===== src/hdl/srec_pkg.sv =====
// Shared types, constants and helper functions for the S19 record stream encoder.
package srec_pkg;

  localparam int unsigned RECORD_DATA_BYTES_DEF = 16;
  localparam int unsigned HDR_MAX               = 16;
  localparam int unsigned LEN_W                 = 5;
  localparam int unsigned IDX_W                 = 4;
  localparam int unsigned ADDR_W                = 16;
  localparam int unsigned TEXT_W                = 64;
  localparam int unsigned CFG_IDX_W             = 2;

  localparam logic [1:0] OP_START = 2'd0;
  localparam logic [1:0] OP_DATA  = 2'd1;
  localparam logic [1:0] OP_END   = 2'd2;

  localparam logic [CFG_IDX_W-1:0] CFG_HDR_HIGH   = 2'd0;
  localparam logic [CFG_IDX_W-1:0] CFG_HDR_LOW    = 2'd1;
  localparam logic [CFG_IDX_W-1:0] CFG_HDR_LENGTH = 2'd2;
  localparam logic [CFG_IDX_W-1:0] CFG_START_ADDR = 2'd3;

  localparam logic [7:0] CHAR_NL = 8'h0A;
  localparam logic [7:0] CHAR_S  = 8'h53;

  typedef enum logic [3:0] {
    ST_IDLE,
    ST_START,
    ST_NL,
    ST_S,
    ST_TYPE,
    ST_CNT_H,
    ST_CNT_L,
    ST_AH_H,
    ST_AH_L,
    ST_AL_H,
    ST_AL_L,
    ST_DAT_H,
    ST_DAT_L,
    ST_CHK_H,
    ST_CHK_L
  } state_e;

  typedef enum logic [1:0] {
    REC_S0,
    REC_S1,
    REC_S5,
    REC_S9
  } rec_e;

  typedef enum logic [2:0] {
    FLD_NL,
    FLD_S,
    FLD_TYPE,
    FLD_CNT,
    FLD_ADH,
    FLD_ADL,
    FLD_DAT,
    FLD_CHK
  } field_e;

  typedef struct packed {
    logic   accept;
    logic   rec_start;
    rec_e   rec;
    logic   emit;
    field_e field;
    logic   lo;
    logic   last;
  } cmd_t;

  typedef struct packed {
    logic full;
    logic nonempty;
    logic len_zero;
    logic idx_last;
    logic out_free;
  } status_t;

  function automatic logic [7:0] hex_char(input logic [3:0] nib);
    logic [7:0] c;
    if (nib < 4'd10) begin
      c = 8'h30 + {4'd0, nib};
    end else begin
      c = 8'h37 + {4'd0, nib};
    end
    return c;
  endfunction

  function automatic logic [7:0] type_char(input rec_e rec);
    logic [7:0] c;
    unique case (rec)
      REC_S0:  c = 8'h30;
      REC_S1:  c = 8'h31;
      REC_S5:  c = 8'h35;
      REC_S9:  c = 8'h39;
      default: c = 8'h30;
    endcase
    return c;
  endfunction

endpackage


===== src/hdl/srec_ctrl.sv =====
// Controller state machine that sequences the characters of each record.
module srec_ctrl import srec_pkg::*; (
  input  logic    clk_i,
  input  logic    rst_ni,
  input  logic    in_valid_i,
  input  logic [1:0] op_i,
  output logic    in_ready_o,
  input  status_t status_i,
  output cmd_t    cmd_o
);

  state_e state_q, state_d;
  rec_e   rec_q, rec_d;
  logic   end_q, end_d;
  logic   accept;
  logic   more;

  assign in_ready_o = (state_q == ST_IDLE);
  assign accept     = in_valid_i && in_ready_o;
  assign more       = ((rec_q == REC_S1) && end_q) || (rec_q == REC_S5);

  always_comb begin
    state_d = state_q;
    rec_d   = rec_q;
    end_d   = end_q;
    unique case (state_q)
      ST_IDLE: begin
        if (accept) begin
          priority if (op_i == OP_START) begin
            state_d = ST_START;
            rec_d   = REC_S0;
            end_d   = 1'b0;
          end else if (op_i == OP_DATA) begin
            if (status_i.full) begin
              state_d = ST_START;
              rec_d   = REC_S1;
              end_d   = 1'b0;
            end
          end else if (op_i == OP_END) begin
            state_d = ST_START;
            end_d   = 1'b1;
            rec_d   = status_i.nonempty ? REC_S1 : REC_S5;
          end else begin
            state_d = ST_IDLE;
          end
        end
      end
      ST_START: state_d = (rec_q == REC_S0) ? ST_S : ST_NL;
      ST_NL:    if (status_i.out_free) state_d = ST_S;
      ST_S:     if (status_i.out_free) state_d = ST_TYPE;
      ST_TYPE:  if (status_i.out_free) state_d = ST_CNT_H;
      ST_CNT_H: if (status_i.out_free) state_d = ST_CNT_L;
      ST_CNT_L: if (status_i.out_free) state_d = ST_AH_H;
      ST_AH_H:  if (status_i.out_free) state_d = ST_AH_L;
      ST_AH_L:  if (status_i.out_free) state_d = ST_AL_H;
      ST_AL_H:  if (status_i.out_free) state_d = ST_AL_L;
      ST_AL_L: begin
        if (status_i.out_free) begin
          state_d = status_i.len_zero ? ST_CHK_H : ST_DAT_H;
        end
      end
      ST_DAT_H: if (status_i.out_free) state_d = ST_DAT_L;
      ST_DAT_L: begin
        if (status_i.out_free) begin
          state_d = status_i.idx_last ? ST_CHK_H : ST_DAT_H;
        end
      end
      ST_CHK_H: if (status_i.out_free) state_d = ST_CHK_L;
      ST_CHK_L: begin
        if (status_i.out_free) begin
          if (more) begin
            state_d = ST_START;
            rec_d   = (rec_q == REC_S1) ? REC_S5 : REC_S9;
          end else begin
            state_d = ST_IDLE;
          end
        end
      end
      default: state_d = ST_IDLE;
    endcase
  end

  always_comb begin
    cmd_o           = '0;
    cmd_o.accept    = accept;
    cmd_o.rec       = rec_q;
    cmd_o.rec_start = (state_q == ST_START);
    cmd_o.field     = FLD_NL;
    unique case (state_q)
      ST_IDLE, ST_START: cmd_o.emit = 1'b0;
      ST_NL: begin
        cmd_o.emit  = status_i.out_free;
        cmd_o.field = FLD_NL;
      end
      ST_S: begin
        cmd_o.emit  = status_i.out_free;
        cmd_o.field = FLD_S;
      end
      ST_TYPE: begin
        cmd_o.emit  = status_i.out_free;
        cmd_o.field = FLD_TYPE;
      end
      ST_CNT_H, ST_CNT_L: begin
        cmd_o.emit  = status_i.out_free;
        cmd_o.field = FLD_CNT;
        cmd_o.lo    = (state_q == ST_CNT_L);
      end
      ST_AH_H, ST_AH_L: begin
        cmd_o.emit  = status_i.out_free;
        cmd_o.field = FLD_ADH;
        cmd_o.lo    = (state_q == ST_AH_L);
      end
      ST_AL_H, ST_AL_L: begin
        cmd_o.emit  = status_i.out_free;
        cmd_o.field = FLD_ADL;
        cmd_o.lo    = (state_q == ST_AL_L);
      end
      ST_DAT_H, ST_DAT_L: begin
        cmd_o.emit  = status_i.out_free;
        cmd_o.field = FLD_DAT;
        cmd_o.lo    = (state_q == ST_DAT_L);
      end
      ST_CHK_H, ST_CHK_L: begin
        cmd_o.emit  = status_i.out_free;
        cmd_o.field = FLD_CHK;
        cmd_o.lo    = (state_q == ST_CHK_L);
        cmd_o.last  = (state_q == ST_CHK_L) && !more;
      end
      default: cmd_o.emit = 1'b0;
    endcase
  end

  always_ff @(posedge clk_i or negedge rst_ni) begin
    if (!rst_ni) begin
      state_q <= ST_IDLE;
      rec_q   <= REC_S0;
      end_q   <= 1'b0;
    end else begin
      state_q <= state_d;
      rec_q   <= rec_d;
      end_q   <= end_d;
    end
  end

endmodule


===== src/hdl/srec_dp.sv =====
// Datapath: configuration, byte buffer, record state, checksum and output register.
module srec_dp import srec_pkg::*; #(
  parameter int unsigned RECORD_DATA_BYTES = RECORD_DATA_BYTES_DEF
) (
  input  logic                 clk_i,
  input  logic                 rst_ni,
  input  logic                 cfg_we_i,
  input  logic [CFG_IDX_W-1:0] cfg_index_i,
  input  logic [TEXT_W-1:0]    cfg_wdata_i,
  input  logic [1:0]           op_i,
  input  logic [7:0]           data_byte_i,
  input  cmd_t                 cmd_i,
  output status_t              status_o,
  output logic                 out_valid_o,
  input  logic                 out_ready_i,
  output logic [7:0]           character_o,
  output logic                 last_of_run_o
);

  localparam int unsigned FW = $clog2(RECORD_DATA_BYTES + 1);
  localparam int unsigned BW = (RECORD_DATA_BYTES > 1) ? $clog2(RECORD_DATA_BYTES) : 1;

  logic [TEXT_W-1:0] hdr_high_q, hdr_low_q;
  logic [LEN_W-1:0]  hdr_len_q;
  logic [ADDR_W-1:0] start_addr_q;

  logic [7:0]        buf_q [RECORD_DATA_BYTES];
  logic [FW-1:0]     fill_q, fill_d, fill_inc;
  logic [ADDR_W-1:0] rec_addr_q, rec_addr_d;
  logic [ADDR_W-1:0] rec_cnt_q, rec_cnt_d;

  logic [LEN_W-1:0]  len_q, len_d;
  logic [ADDR_W-1:0] addr_q, addr_d;
  logic [IDX_W-1:0]  idx_q, idx_d;
  logic [7:0]        sum_q, sum_d;

  logic              out_valid_q;
  logic [7:0]        char_q;
  logic              last_q;

  logic [LEN_W-1:0]  hdr_len_clamped;
  logic [7:0]        hdr_byte, data_src, field_byte;
  logic [7:0]        char_d;
  logic [2*TEXT_W-1:0] hdr_text;
  logic              open_stream;

  assign fill_inc        = fill_q + 1'b1;
  assign hdr_len_clamped = (hdr_len_q > LEN_W'(HDR_MAX)) ? LEN_W'(HDR_MAX) : hdr_len_q;
  assign hdr_text        = {hdr_high_q, hdr_low_q};
  assign hdr_byte        = hdr_text[2*TEXT_W-1-8*idx_q -: 8];
  assign data_src        = (cmd_i.rec == REC_S0) ? hdr_byte : buf_q[idx_q[BW-1:0]];

  assign status_o.full     = (fill_inc == FW'(RECORD_DATA_BYTES));
  assign status_o.nonempty = (fill_q != '0);
  assign status_o.len_zero = (len_q == '0);
  assign status_o.idx_last = (({1'b0, idx_q} + LEN_W'(1)) == len_q);
  assign status_o.out_free = !out_valid_q || out_ready_i;

  assign open_stream = (cmd_i.accept && (op_i == OP_START))
                    || (cmd_i.rec_start && (cmd_i.rec == REC_S9));

  always_comb begin
    unique case (cmd_i.field)
      FLD_CNT: field_byte = {3'd0, len_q} + 8'd3;
      FLD_ADH: field_byte = addr_q[15:8];
      FLD_ADL: field_byte = addr_q[7:0];
      FLD_DAT: field_byte = data_src;
      FLD_CHK: field_byte = ~sum_q;
      default: field_byte = 8'd0;
    endcase
  end

  always_comb begin
    unique case (cmd_i.field)
      FLD_NL:   char_d = CHAR_NL;
      FLD_S:    char_d = CHAR_S;
      FLD_TYPE: char_d = type_char(cmd_i.rec);
      default:  char_d = hex_char(cmd_i.lo ? field_byte[3:0] : field_byte[7:4]);
    endcase
  end

  always_comb begin
    fill_d     = fill_q;
    rec_addr_d = rec_addr_q;
    rec_cnt_d  = rec_cnt_q;
    len_d      = len_q;
    addr_d     = addr_q;
    idx_d      = idx_q;
    sum_d      = sum_q;
    if (cmd_i.accept && (op_i == OP_DATA)) begin
      fill_d = fill_inc;
    end
    if (cmd_i.rec_start) begin
      idx_d = '0;
      sum_d = '0;
      unique case (cmd_i.rec)
        REC_S0: begin
          len_d  = hdr_len_clamped;
          addr_d = '0;
        end
        REC_S1: begin
          len_d      = LEN_W'(fill_q);
          addr_d     = rec_addr_q;
          rec_addr_d = rec_addr_q + ADDR_W'(fill_q);
          rec_cnt_d  = rec_cnt_q + 1'b1;
          fill_d     = '0;
        end
        REC_S5: begin
          len_d  = '0;
          addr_d = rec_cnt_q;
        end
        REC_S9: begin
          len_d  = '0;
          addr_d = '0;
        end
        default: len_d = '0;
      endcase
    end
    if (open_stream) begin
      fill_d     = '0;
      rec_cnt_d  = '0;
      rec_addr_d = start_addr_q;
    end
    if (cmd_i.emit && cmd_i.lo) begin
      sum_d = sum_q + field_byte;
      if (cmd_i.field == FLD_DAT) begin
        idx_d = idx_q + 1'b1;
      end
    end
  end

  always_ff @(posedge clk_i or negedge rst_ni) begin
    if (!rst_ni) begin
      hdr_high_q   <= '0;
      hdr_low_q    <= '0;
      hdr_len_q    <= '0;
      start_addr_q <= '0;
      fill_q       <= '0;
      rec_addr_q   <= '0;
      rec_cnt_q    <= '0;
      out_valid_q  <= 1'b0;
    end else begin
      if (cfg_we_i) begin
        unique case (cfg_index_i)
          CFG_HDR_HIGH:   hdr_high_q   <= cfg_wdata_i;
          CFG_HDR_LOW:    hdr_low_q    <= cfg_wdata_i;
          CFG_HDR_LENGTH: hdr_len_q    <= cfg_wdata_i[LEN_W-1:0];
          CFG_START_ADDR: start_addr_q <= cfg_wdata_i[ADDR_W-1:0];
          default:        hdr_len_q    <= hdr_len_q;
        endcase
      end
      fill_q     <= fill_d;
      rec_addr_q <= rec_addr_d;
      rec_cnt_q  <= rec_cnt_d;
      if (cmd_i.emit) begin
        out_valid_q <= 1'b1;
      end else if (out_ready_i) begin
        out_valid_q <= 1'b0;
      end
    end
  end

  always_ff @(posedge clk_i) begin
    len_q  <= len_d;
    addr_q <= addr_d;
    idx_q  <= idx_d;
    sum_q  <= sum_d;
    if (cmd_i.accept && (op_i == OP_DATA)) begin
      buf_q[fill_q[BW-1:0]] <= data_byte_i;
    end
    if (cmd_i.emit) begin
      char_q <= char_d;
      last_q <= cmd_i.last;
    end
  end

  assign out_valid_o   = out_valid_q;
  assign character_o   = char_q;
  assign last_of_run_o = last_q;

endmodule


===== src/hdl/s_record_stream_encoder_top.sv =====
// Top level of the S19 record stream encoder: controller and datapath.
//
// Channel  Direction  Handshake             Content
// in       input      in_valid/in_ready     op, data_byte
// out      output     out_valid/out_ready   character, last_of_run (one per beat)
// cfg      input      cfg_we                cfg_index, cfg_wdata
//
// One input beat is taken at a time, only while the sequencer is idle.
// A data beat that does not complete a record leaves the sequencer idle; a beat that causes
// output passes through a set-up state per record and one state per character,
// since the output register holds one character.
// Output stalls hold the sequencer; the last character may wait while a new beat is taken.
// Reset clears configuration, counters and address; the byte buffer is not cleared.
module s_record_stream_encoder_top import srec_pkg::*; #(
  parameter int unsigned RECORD_DATA_BYTES = RECORD_DATA_BYTES_DEF
) (
  input  logic                 clk_i,
  input  logic                 rst_ni,
  input  logic                 cfg_we_i,
  input  logic [CFG_IDX_W-1:0] cfg_index_i,
  input  logic [TEXT_W-1:0]    cfg_wdata_i,
  input  logic                 in_valid_i,
  output logic                 in_ready_o,
  input  logic [1:0]           op_i,
  input  logic [7:0]           data_byte_i,
  output logic                 out_valid_o,
  input  logic                 out_ready_i,
  output logic [7:0]           character_o,
  output logic                 last_of_run_o
);

  cmd_t    cmd;
  status_t status;

  srec_ctrl u_ctrl (
    .clk_i      (clk_i),
    .rst_ni     (rst_ni),
    .in_valid_i (in_valid_i),
    .op_i       (op_i),
    .in_ready_o (in_ready_o),
    .status_i   (status),
    .cmd_o      (cmd)
  );

  srec_dp #(
    .RECORD_DATA_BYTES (RECORD_DATA_BYTES)
  ) u_dp (
    .clk_i         (clk_i),
    .rst_ni        (rst_ni),
    .cfg_we_i      (cfg_we_i),
    .cfg_index_i   (cfg_index_i),
    .cfg_wdata_i   (cfg_wdata_i),
    .op_i          (op_i),
    .data_byte_i   (data_byte_i),
    .cmd_i         (cmd),
    .status_o      (status),
    .out_valid_o   (out_valid_o),
    .out_ready_i   (out_ready_i),
    .character_o   (character_o),
    .last_of_run_o (last_of_run_o)
  );

endmodule


===== config.mk =====
export PLATFORM = sky130hd
export DESIGN_NAME = s_record_stream_encoder_top
export DESIGN_NICKNAME = d
export VERILOG_FILES = /design/src/hdl/srec_pkg.sv /design/src/hdl/srec_ctrl.sv /design/src/hdl/srec_dp.sv /design/src/hdl/s_record_stream_encoder_top.sv
export SDC_FILE = /design/constraint.sdc
export NUM_CORES = 1
export LEC_CHECK = 0
export ABC_AREA = 0
export CAP_MARGIN = 30
export CORE_AREA = 2 2 232 257
export CTS_CLUSTER_DIAMETER = 200
export CTS_CLUSTER_SIZE = 25
export DETAILED_ROUTE_END_ITERATION = 8
export DIE_AREA = 0 0 234 259
export DONT_BUFFER_PORTS = 1
export HOLD_SLACK_MARGIN = 0.15
export PLACE_DENSITY = 0.47
export REMOVE_ABC_BUFFERS = 1
export SLEW_MARGIN = 5
export SYNTH_ARGS = -nofsm -noshare
export SYNTH_HDL_FRONTEND = slang
export SYNTH_HIERARCHICAL = 1
export SYNTH_SLANG_ARGS = --single-unit

===== constraint.sdc =====
create_clock -name clk_i -period 11.7 [get_ports clk_i]
set_input_delay 1.17 -clock clk_i [delete_from_list [all_inputs] [get_ports clk_i]]
set_output_delay 1.17 -clock clk_i [all_outputs]
set_load 0.03 [all_outputs]

==> out/metrics.yaml, run 1 <==
status: "finished clean"
tightest_slew_ps: 1033
startpoint: "u_dp/idx_q[0]"
crit_chain: "buf_4 -> mux4_2 -> a22oi_1 -> a21oi_1 -> nor3_1 -> inv_1 -> ha_1 -> a21o_1 -> a21oi_1 -> inv_1 -> and3_1 -> o32a_1 -> o31a_1 -> or3_1 -> a21oi_1"
yosys_most_used_dff: "dfrtp_1"
cp-endpoint: "u_dp/sum_q[7]"
ant_nets: 0
post_cts_buffers: 0
drtPass1Iterations: 5
ys_seq_area_share_pct: 57.46
postSynthCellCount: 1249
gr-usage-all-layers_pct: 15.29
coreArea_um2: 58060
die_h_um: 259
cp-start-kind: "flip-flop"
area_growth_pct: 8.012
synthArstFlopShare_pct: 53.44
max_freq_mhz: 191.4
cts.sinks: 363
rows: 93
clk_latency_ps: 560
tns_ps: 0
drv_cap: 0
ys_warn_count: 6
cpLargestDelayFamily: "compound AO/OA/AOI/OAI gates"
r2r_start: "u_dp/idx_q[0]"
vdd_ir_drop_max_uv: 76.11
synth_top_area_share_pct: 28.79
initial_core_util_pct: 29.64
die-area_um2: 60610
worst_path_max_delay_cell: "dfxtp_4"
insertedDiodeCount: 0
slew_headroom_pct: 30.51
cts_buffer_depth: 3
crit_path_end_kind: "flip-flop"
slew_viol_final: 0
ios: 92
wl_per_cell_um: 23.39
vias: 10312
cts_buffers: 18
rsz0062_at_grt: "no"
fillerInstances: 5697
vias_per_cell: 5.177
drt_wl_total_um: 46600
timing.hold.ws_ps: 327.5
nNetsFinal: 1328
path_depth: 15
yosysUniqueCellTypes: 88
min_period_ps: 5226
power_leakage_nw: 6.682
path_class: "flip-flop to flip-flop"
worstPathMaxFanout: 42
min_path_type: "primary input to async pin"
max_stage_delay_ps: 870
die_w_um: 234
io_buffers: 0
antenna_found_initial: 0
ctsResizeCount: 0
setup_viol: 0
drive_above_1_share_pct: 22.40
htreeDepth: 1
synth.most_common_cell: "dfrtp_1"
skew_ps: 29.76
ff2ff_path_depth: 15
critPathMostFrequentCell: "a21oi_1"
synth_edf_count: 165
grt_pass1_wl_um: 69720
r2r-end: "u_dp/sum_q[7]"
synth_top_cell_by_area: "edfxtp_1"
synth_area_leaders: "edfxtp_1, dfrtp_1, mux2_2, mux4_2, ha_1"
synth_top_cells_by_count: "dfrtp_1, edfxtp_1, mux2_2"
ff2ff_setup_slack_ps: 6470
clkTransAtPathRegs_ps: 120
power.density_nw_per_um2: 193.5
cts-root-buf: "clkbuf_16"
drc: 0
arrival_ps: 5620
grt-ovfl-total: 0
ys_ff_latch: 363
hpwl_um: 32560
finalCritPeriodShare_pct: 44.67
grt_pass1_vias: 10512
cts_tree: "built"
path_buf_inv: 3
globalplace.congestion: 0.8667
ctsHoldBuffers: 0
finalHoldViolCount: 0
syn_avg_cell_area_um2: 13.78
grt_max_degree: 195
synth_area_um2: 17210
required_ps: 12100
drt_iter0_markers: 823
-- worst reg2reg max path: stages (launching register included) --
cell and delay, ps:
dfxtp_4 870, buf_4 680, mux4_2 610, a22oi_1 340, a21oi_1 190, nor3_1 360, inv_1 80, ha_1 280
a21o_1 180, a21oi_1 220, inv_1 110, and3_1 190, o32a_1 200, o31a_1 290, or3_1 300, a21oi_1 170
-- kinds of logic (layout without fill, tap and decap cells) --
group	count (synthesis)	in the layout	share of synthesized area (%)
compound gates	197	197	8.281
xor+xnor	32	32	1.629
other cells	1	1	0.02179
flops	363	363	57.46
mux	236	236	19.11
fa+ha+maj	28	28	2.101
buf+inv	102	85	2.864
simple gates	290	290	8.528
-- cell usage in the layout (no fill, tap or decap), drive strengths merged, types with 7 or more instances in the layout --
| cell | count |
|---|---|
| nand3 | 29 |
| and3 | 8 |
| nand2b | 22 |
| inv | 23 |
| buf | 28 |
| nand2 | 77 |
| a31oi | 9 |
| nor2 | 69 |
| nand3b | 8 |
| edfxtp | 165 |
| nor2b | 13 |
| a22o | 23 |
| o21ai | 42 |
| nand4 | 9 |
| ha | 24 |
| mux4 | 55 |
| clkbuf | 30 |
| and2 | 10 |
| o221ai | 12 |
| mux2 | 153 |
| xnor2 | 12 |
| xor2 | 20 |
| a21o | 7 |
| nor3 | 15 |
| a21oi | 33 |
| dfrtp | 194 |
| mux2i | 28 |
| a22oi | 11 |
-- worst min path at each step --
stage,from,endpoint,slack [ps],cells after the start
global placement,u_dp/start_addr_q[2],u_dp/rec_addr_q[2],470,2
global route,rst_ni,u_dp/hdr_high_q[50],300,0
CTS,rst_ni,u_dp/hdr_low_q[61],280,0
detailed placement,u_dp/start_addr_q[2],u_dp/rec_addr_q[2],480,2
finish,rst_ni,u_dp/hdr_high_q[58],330,0
floorplan,u_dp/start_addr_q[9],u_dp/rec_addr_q[9],440,2
-- cell type report --
type | instances | area [um2] | share of cell area (%)
Inverter | 25 | 93.84 | 0.5048
Sequential cell | 363 | 9897 | 53.24
Clock buffer | 29 | 491.7 | 2.645
Tap cell | 760 | 950.9 | 5.115
Clock inverter | 2 | 32.53 | 0.1750
Timing Repair Buffer | 29 | 267.8 | 1.440
Multi-Input combinational cell | 784 | 6855 | 36.88
-- sequential cells by signal (all words and copies together), names as in the netlist --
signal              count
u_dp/out_valid_o        1
u_dp/fill_q             5
u_dp/rec_cnt_q         16
u_dp/hdr_high_q        64
u_dp/sum_q              8
u_dp/hdr_len_q          5
u_dp/character_o        7
u_ctrl/rec_q            2
u_dp/hdr_low_q         64
u_dp/len_q              5
u_ctrl/end_q            1
u_dp/idx_q              4
u_dp/addr_q            16
u_dp/rec_addr_q        16
u_ctrl/state_q          4
u_dp/buf_q            128
u_dp/start_addr_q      16
u_dp/last_of_run_o      1
-- power breakdown --
part	switching, mW	total, mW	internal, mW
logic	0.594	1.07	0.474
registers	0.239	1.81	1.57
clock network	0.425	0.722	0.298
-- metal layers --
layer | routed length [um] | up-vias | global-route usage, % | part of all wire [%]
li1 | - | 4664 | - | -
met5 | 0 | - | 0 | 0
met2 | 21910 | 213 | 24.80 | 47
met4 | 1335 | 0 | 4.870 | 2.9
met1 | 20510 | 5371 | 20.35 | 44
met3 | 2834 | 64 | 3.295 | 6.1
-- through the flow --
| stage | std cells | utilization (%) | setup WS [ps] | total power [mW] | cell area [um2] |
|---|---|---|---|---|---|
| final | 1992 | 32.01 | 6474 | 3.597 | 18590 |
| after global routing | 1992 | 32.01 | 6056 | 3.800 | 18590 |
| after CTS | 1988 | 31.92 | 6446 | 3.632 | 18530 |
| after detailed placement | 1957 | 31.01 | 6479 | 2.900 | 18010 |
| after global placement | 1953 | 30.92 | 6548 | 2.886 | 17950 |
| after floorplan | 1172 | - | 5087 | 2.524 | 16810 |
Power figures use the tool's default switching activity.
==> inputs of run 2 (changes only) <==
--- a/config.mk
+++ b/config.mk
@@ -5,7 +5,7 @@
 export SDC_FILE = /design/constraint.sdc
 export NUM_CORES = 1
 export LEC_CHECK = 0
-export ABC_AREA = 0
+export ABC_AREA = 1
 export CAP_MARGIN = 30
 export CORE_AREA = 2 2 232 257
 export CTS_CLUSTER_DIAMETER = 200
@@ -14,7 +14,7 @@
 export DIE_AREA = 0 0 234 259
 export DONT_BUFFER_PORTS = 1
 export HOLD_SLACK_MARGIN = 0.15
-export PLACE_DENSITY = 0.47
+export PLACE_DENSITY = 0.49
 export REMOVE_ABC_BUFFERS = 1
 export SLEW_MARGIN = 5
 export SYNTH_ARGS = -nofsm -noshare
==> constraint.sdc (replaced) <==
create_clock -name clk_i -period 4.5 [get_ports clk_i]
set_input_delay 0.45 -clock clk_i [delete_from_list [all_inputs] [get_ports clk_i]]
set_output_delay 0.45 -clock clk_i [all_outputs]
set_load 0.03 [all_outputs]
==> run 2 against run 1 <==
  * The run now ends with negative hold slack left
  * Clock skew is 18 ps higher
  * Clock-buffer cell count stayed put
  * First-iteration DRC count is 46% higher
  * Non-clock buffer count is 66 higher
  * Synthesized area is 0.36% higher
  * Combinational power grew to 2.8 times the previous value
  * Setup slack worse by 5600 ps
  * Utilization is 1.2 points higher
  * Worst hold slack worse by 750 ps
  * Highest routed layer unchanged
  * Register-to-register slack worse by 5600 ps
  * Flip-flop and latch count stayed put
  * Final cell count is 37% higher
==> out/metrics.yaml, run 2 <==
vdd_ir_drop_max_uv: 245.9  # +220%
setup_viol: 0  # unchanged
final_cell_mix: "nand2_1, o21ai_0, dfrtp_1"
largest_reg_flops: 128  # unchanged
cts_buffer_depth: 3  # unchanged
synthArstFlopShare_pct: 53.44  # unchanged
status: "finished with violations"
place_area_um2: 18030  # +0.15%
cpLargestDelayFamily: "simple AND/OR/NAND/NOR gates"
yosysUniqueCellTypes: 57  # -35%
final_common_cell: "nand2_1"
synth_fa_ha_area_share_pct: 1.970  # -0.13 points
htreeDepth: 1  # unchanged
cts.sinks: 363  # unchanged
dp_slack_ps: 870.1  # -5609 ps
post_cts_buffers: 0  # unchanged
tightest_slew_ps: 983.6  # -49.25 ps
drc: 0  # unchanged
area_growth_pct: 11.81
path_buf_inv: 3  # unchanged
yosys_most_used_dff: "dfrtp_1"
ctsResizeCount: 0  # unchanged
synth_top_family_by_area: "simple AND/OR/NAND/NOR gates"
synth_simple_gate_area_share_pct: 19.39  # +11 points
max_stage_delay_ps: 390  # -480 ps
rows: 93  # unchanged
die_w_um: 234  # unchanged
nNetsFinal: 2067  # +56%
synth_area_leaders: "edfxtp_1, dfrtp_1, nand2_1, o21ai_0, inv_1"
rsz0062_at_grt: "no"
cts-root-buf: "clkbuf_16"
gr-usage-all-layers_pct: 16.37  # +1.1 points
synth_xor_area_share_pct: 0.8113  # -0.82 points
vias: 13321  # +29%
worstPathMaxFanout: 33  # -21%
drt_wl_total_um: 49330  # +5.9%
required_ps: 4810  # -7290 ps
cp-start-kind: "flip-flop"
setup_slack_ps: 851.1  # -5623 ps
synth_top_area_share_pct: 28.69  # -0.10 points
synth_edf_count: 165  # unchanged
drtPass1Iterations: 5  # unchanged
ctsHoldBuffers: 69  # +69
use_met2_pct: 27.88  # +3.1 points
wl_per_cell_um: 18.06  # -23%
insertedDiodeCount: 0  # unchanged
slew_headroom_pct: 34.18  # +3.7 points
globalplace.congestion: 0.8646  # -0.24%
arrival_ps: 3960  # -1660 ps
finalHoldViolCount: 194  # +194
synth-compound-area-share_pct: 13.79  # +5.5 points
synth_area_um2: 17270  # +0.36%
ios: 92  # unchanged
crit_chain: "buf_4 -> nor2_4 -> inv_2 -> a21oi_1 -> nor3_1 -> nand2_1 -> nand2_1 -> nand2_1 -> nand3_1 -> nand2_1 -> ha_1 -> inv_1 -> fa_1 -> nor2_1 -> nor2_1 -> o21ai_2 -> nand3_1 -> a21oi_1 -> nor2_1"
clkTransAtPathRegs_ps: 110  # about the same
cts_buffers: 18  # unchanged
cts_tree: "built"
crit_path_end_kind: "flip-flop"
syn_avg_cell_area_um2: 8.917  # -35%
initial_core_util_pct: 29.75  # +0.11 points
r2r_start: "u_dp/idx_q[1]"
critPathMostFrequentCell: "nand2_1"
busiest_layer: "met2"
worst_path_max_delay_cell: "nor2_4"
synth.area.mux_share_pct: 0.2318  # -19 points
fin_util_pct: 33.26  # +1.2 points
grt_max_degree: 195  # unchanged
grt-ovfl-total: 0  # unchanged
tns_ps: 0  # unchanged
die-area_um2: 60610  # unchanged
antenna_found_initial: 0  # unchanged
min_period_ps: 3649  # -1577 ps
hpwl_um: 33820  # +3.8%
startpoint: "u_dp/idx_q[1]"
grt_pass1_vias: 13477  # +28%
grt_util_met3_pct: 1.692  # -1.6 points
violations: "negative hold slack"
ys_ff_latch: 363  # unchanged
clk_latency_ps: 580  # +20 ps
drt_iter0_markers: 1204  # +46%
synth_top_cells_by_count: "nand2_1, o21ai_0, dfrtp_1"
ys_warn_count: 6  # unchanged
skew_ps: 47.27  # +17.51 ps
min_path_type: "primary input to async pin"
stdcell_area_um2: 19310  # +3.9%
io_buffers: 0  # unchanged
ys_seq_area_share_pct: 57.25  # -0.21 points
grt_use_met1_pct: 21.97  # +1.6 points
timing.hold.ws_ps: -423.9  # -751.4 ps
drv_cap: 0  # unchanged
finalCritPeriodShare_pct: 81.09  # +36 points
grt_pass1_wl_um: 77780  # +12%
power.density_nw_per_um2: 486.5  # +150%
vias_per_cell: 4.878  # -5.8%
path_class: "flip-flop to flip-flop"
postSynthCellCount: 1937  # +55%
ant_nets: 0  # unchanged
coreArea_um2: 58060  # unchanged
slew_viol_final: 0  # unchanged
power_leakage_nw: 8.194  # +23%
synth_top_cell_by_area: "edfxtp_1"
drive_above_1_share_pct: 4.718  # -18 points
max_freq_mhz: 274.1  # +43%
synth.most_common_cell: "nand2_1"
die_h_um: 259  # unchanged
run 2: kinds of logic (layout without fill, tap and decap cells):
group | Yosys count | count (layout)
multiplexers | 4 | 4
XOR/XNOR | 16 | 16
flip-flops | 363 | 363
buffers and inverters | 276 | 310
other | 1 | 1
AO/OA/AOI/OAI | 438 | 438
adder cells (fa/ha/maj) | 26 | 26
AND/OR/NAND/NOR | 813 | 813
run 2: per-stage QoR:
step | instances | power (mW)
2_1_floorplan | 1845 | 6.552
3_3_place_gp | 2625 | 7.450
3_5_place_dp | 2627 | 7.512
4_1_cts | 2727 | 9.484
5_1_grt | 2731 | 10.06
6_report | 2731 | 9.396
run 2: path summary, 6_finish.rpt:
kind | slack (ps) | depth (start not counted) | endpoint
min in group clk_i | 190 | 2 | u_dp/hdr_high_q[4]
max reg2reg | 850 | 19 | u_dp/sum_q[6]
max in group asynchronous | 4370 | 0 | u_ctrl/state_q[3]
max | 850 | 19 | u_dp/sum_q[6]
min | -420 | 0 | u_dp/hdr_low_q[47]
min reg2reg | 490 | 2 | u_dp/hdr_low_q[55]
run 2: metal layers:
metal  vias to the layer above  wire (um)
met5                         -          0
met4                         0       1214
met3                        56       1917
met2                       271      23740
met1                      6508      22460
li1                       6486          -
run 2: final cells by class:
cell class | count | area (um2)
fill | 5925 | 38750
tap | 760 | 950.9
sequential | 363 | 9893
clock buffer | 29 | 491.7
timing repair buffer | 95 | 950.9
multi-input combinational | 1298 | 6289
inverter | 184 | 691.9
clock inverter | 2 | 46.29
run 2: where the power goes:
group          switching, mW  internal (mW)
Clock                   1.10          0.779
Combinational           2.03           1.00
Sequential             0.453           4.03
Total                   3.59           5.81
run 2: worst reg2reg max path: stages, from the launching register on:
cell and delay, ps:
dfxtp_1 360, buf_4 280, nor2_4 400, inv_2 300, a21oi_1 210, nor3_1 60
nand2_1 100, nand2_1 60, nand2_1 60, nand3_1 170, nand2_1 150, ha_1 180
inv_1 50, fa_1 390, nor2_1 120, nor2_1 60, o21ai_2 160, nand3_1 110
a21oi_1 140, nor2_1 60
==> inputs of run 3 (changes only) <==
--- a/config.mk
+++ b/config.mk
@@ -5,7 +5,7 @@
 export SDC_FILE = /design/constraint.sdc
 export NUM_CORES = 1
 export LEC_CHECK = 0
-export ABC_AREA = 1
+export ABC_AREA = 0
 export CAP_MARGIN = 30
 export CORE_AREA = 2 2 232 257
 export CTS_CLUSTER_DIAMETER = 200
==> constraint.sdc (replaced) <==
create_clock -name clk_i -period 2.9 [get_ports clk_i]
set_input_delay 0.29 -clock clk_i [delete_from_list [all_inputs] [get_ports clk_i]]
set_output_delay 0.29 -clock clk_i [all_outputs]
set_load 0.03 [all_outputs]
==> run 3 against run 2 <==
  * The flow finishes with violations (negative hold slack, negative setup slack)
  * Register-to-register slack worse by 1800 ps
  * Final cell count down 18%
  * Global-route usage down 0.52 points
  * Combinational power up 100%
  * Critical path depth down 2
  * Clock skew down 24 ps
  * Via count down 16%
  * Total power up 72%
  * Non-clock buffer count up 177
  * Critical path type unchanged
  * Largest cell class unchanged
==> out/metrics.yaml, run 3 (same netlist as run 1, synthesis figures left out) <==
initial_core_util_pct: 29.64  # -0.11 points
globalplace.congestion: 0.8564  # -0.95%
io_buffers: 0  # unchanged
grt-ovfl-total: 0  # unchanged
routed-wl-met3_um: 1842  # -3.9%
required_ps: 3290  # -1520 ps
grt_max_degree: 195  # unchanged
cts-root-buf: "clkbuf_16"
status: "finished with violations"
largest_reg_flops: 128  # unchanged
skew_ps: 23.76  # -23.51 ps
drt_wl_total_um: 47750  # -3.2%
vdd_ir_drop_max_uv: 364.4  # +48%
cts_buffers: 18  # unchanged
die_h_um: 259  # unchanged
gr-usage-all-layers_pct: 15.85  # -0.52 points
hpwl_um: 34070  # +0.75%
slew_viol_final: 0  # unchanged
power_leakage_nw: 7.913  # -3.4%
ff2ff_path_depth: 17  # -2
drc: 0  # unchanged
drtPass1Iterations: 5  # unchanged
final_common_cell: "dfrtp_1"
slew_headroom_pct: 41.47  # +7.3 points
coreArea_um2: 58060  # unchanged
finalHoldViolCount: 194  # unchanged
ant_nets: 0  # unchanged
wl_per_cell_um: 21.35  # +18%
cts_tree: "built"
cpLargestDelayFamily: "compound AO/OA/AOI/OAI gates"
ff2ff_setup_slack_ps: -980  # -1830 ps
setup_viol: 14  # +14
grt_pass1_wl_um: 73440  # -5.6%
power.density_nw_per_um2: 768.9  # +58%
htreeDepth: 1  # unchanged
r2r_start: "u_ctrl/state_q[3]"
vias_per_cell: 5.012  # +2.7%
arrival_ps: 4270  # +310 ps
tns_ps: -6648  # -6648 ps
violations: "negative hold slack, negative setup slack"
worst_path_max_delay_cell: "dfrtp_2"
rows: 93  # unchanged
cp-start-kind: "flip-flop"
highest_layer: "met4"
clk_latency_ps: 550  # -30 ps
drive_above_1_share_pct: 32.88  # +28 points
clkTransAtPathRegs_ps: 120  # about the same
die-area_um2: 60610  # unchanged
ctsHoldBuffers: 77  # +12%
finalCritPeriodShare_pct: 133.7  # +53 points
cts.sinks: 363  # unchanged
worstPathMaxFanout: 7  # -79%
final_cell_mix: "dfrtp_1, buf_4, edfxtp_1"
nNetsFinal: 1571  # -24%
path_buf_inv: 3  # unchanged
wl_met1_um: 22100  # -1.6%
tightest_slew_ps: 875.4  # -108.2 ps
path_class: "flip-flop to flip-flop"
ios: 92  # unchanged
die_w_um: 234  # unchanged
vias: 11206  # -16%
setup_slack_ps: -978.7  # -1830 ps
grt_pass1_vias: 11576  # -14%
max_stage_delay_ps: 500  # +110 ps
cts_buffer_depth: 3  # unchanged
max_freq_mhz: 257.8  # -5.9%
critPathMostFrequentCell: "a21oi_2"
r2r-end: "u_dp/sum_q[7]"
timing.hold.ws_ps: -557.3  # -133.4 ps
min_period_ps: 3879  # +229.8 ps
crit_path_end_kind: "flip-flop"
area_growth_pct: 21.89
drv_cap: 0  # unchanged
min_path_type: "primary input to async pin"
route.met2.wl_um: 22500  # -5.2%
rsz0062_at_grt: "yes"
drt_iter0_markers: 782  # -35%
crit_chain: "o21ai_4 -> nand3_2 -> o21ai_4 -> nor2_1 -> buf_4 -> a22o_1 -> a21oi_2 -> nand3_2 -> ha_4 -> a21o_1 -> a21oi_2 -> inv_1 -> buf_4 -> a22o_1 -> o31a_1 -> or3_4 -> a21oi_2"
antenna_found_initial: 3  # +3
[run 3: cell count changes in the layout (fill, tap and decap cells not counted), moves of 49 or more]
cell     previous run  this run
mux4_2              0        50
nor2_1            132        65
nand2_1           530        74
o21ai_0           247        33
mux2_2              0       152
a21oi_1            87        29
buf_4              22       175
nand3_1            75        26
inv_1             169        23
[run 3: cell type report]
cell class | instances | area, um2
Antenna cell | 1 | 2.502
Inverter | 25 | 95.09
Fill cell | 5585 | 37090
Tap cell | 760 | 950.9
Clock inverter | 2 | 32.53
Sequential cell | 363 | 9902
Clock buffer | 29 | 491.7
Multi-Input combinational cell | 784 | 7076
Timing Repair Buffer | 272 | 2427
[run 3: worst max-delay path by stage]
stage                            from             to  slack, ps  cells after the start
global route        u_ctrl/state_q[2]  u_dp/sum_q[7]      -1140                     17
global placement    u_ctrl/state_q[2]  u_dp/sum_q[7]      -1180                     18
CTS                 u_ctrl/state_q[2]  u_dp/sum_q[7]       -960                     17
detailed placement  u_ctrl/state_q[2]  u_dp/sum_q[7]      -1250                     17
finish              u_ctrl/state_q[3]  u_dp/sum_q[7]       -980                     17
floorplan               u_dp/idx_q[0]  u_dp/sum_q[7]      -3350                     15
[run 3: layer usage]
metal | track usage (%) | vias up
met5 | 0 | -
met4 | 4.606 | 0
met3 | 1.714 | 61
met2 | 25.59 | 235
met1 | 22.49 | 5760
li1 | - | 5150
[run 3: timing repair]
action                     CTS  global route
pin swaps                   22            13
buffers inserted            19             7
resized for setup           54            17
setup endpoints to repair   15            19
hold endpoints to repair   477           194
[run 3: power breakdown]
group | switching (mW) | leakage [nW] | total, mW | internal, mW
combinational | 3.00 | 3.78 | 6.10 | 3.10
clock | 1.69 | 0.249 | 2.89 | 1.20
sequential | 0.811 | 3.88 | 7.14 | 6.33
[run 3: per-stage QoR]
| step | std cells | util (%) | worst slack, ps | area (um2) | power [mW] |
|---|---|---|---|---|---|
| after floorplan | 1172 | - | -3354 | 16810 | 10.18 |
| after global placement | 2103 | 33.00 | -1180 | 19160 | 12.52 |
| after detailed placement | 2103 | 33.00 | -1251 | 19160 | 12.60 |
| after CTS | 2228 | 35.89 | -955.7 | 20840 | 16.10 |
| after global routing | 2236 | 36.13 | -1137 | 20980 | 17.05 |
| final | 2236 | 36.13 | -978.7 | 20980 | 16.13 |
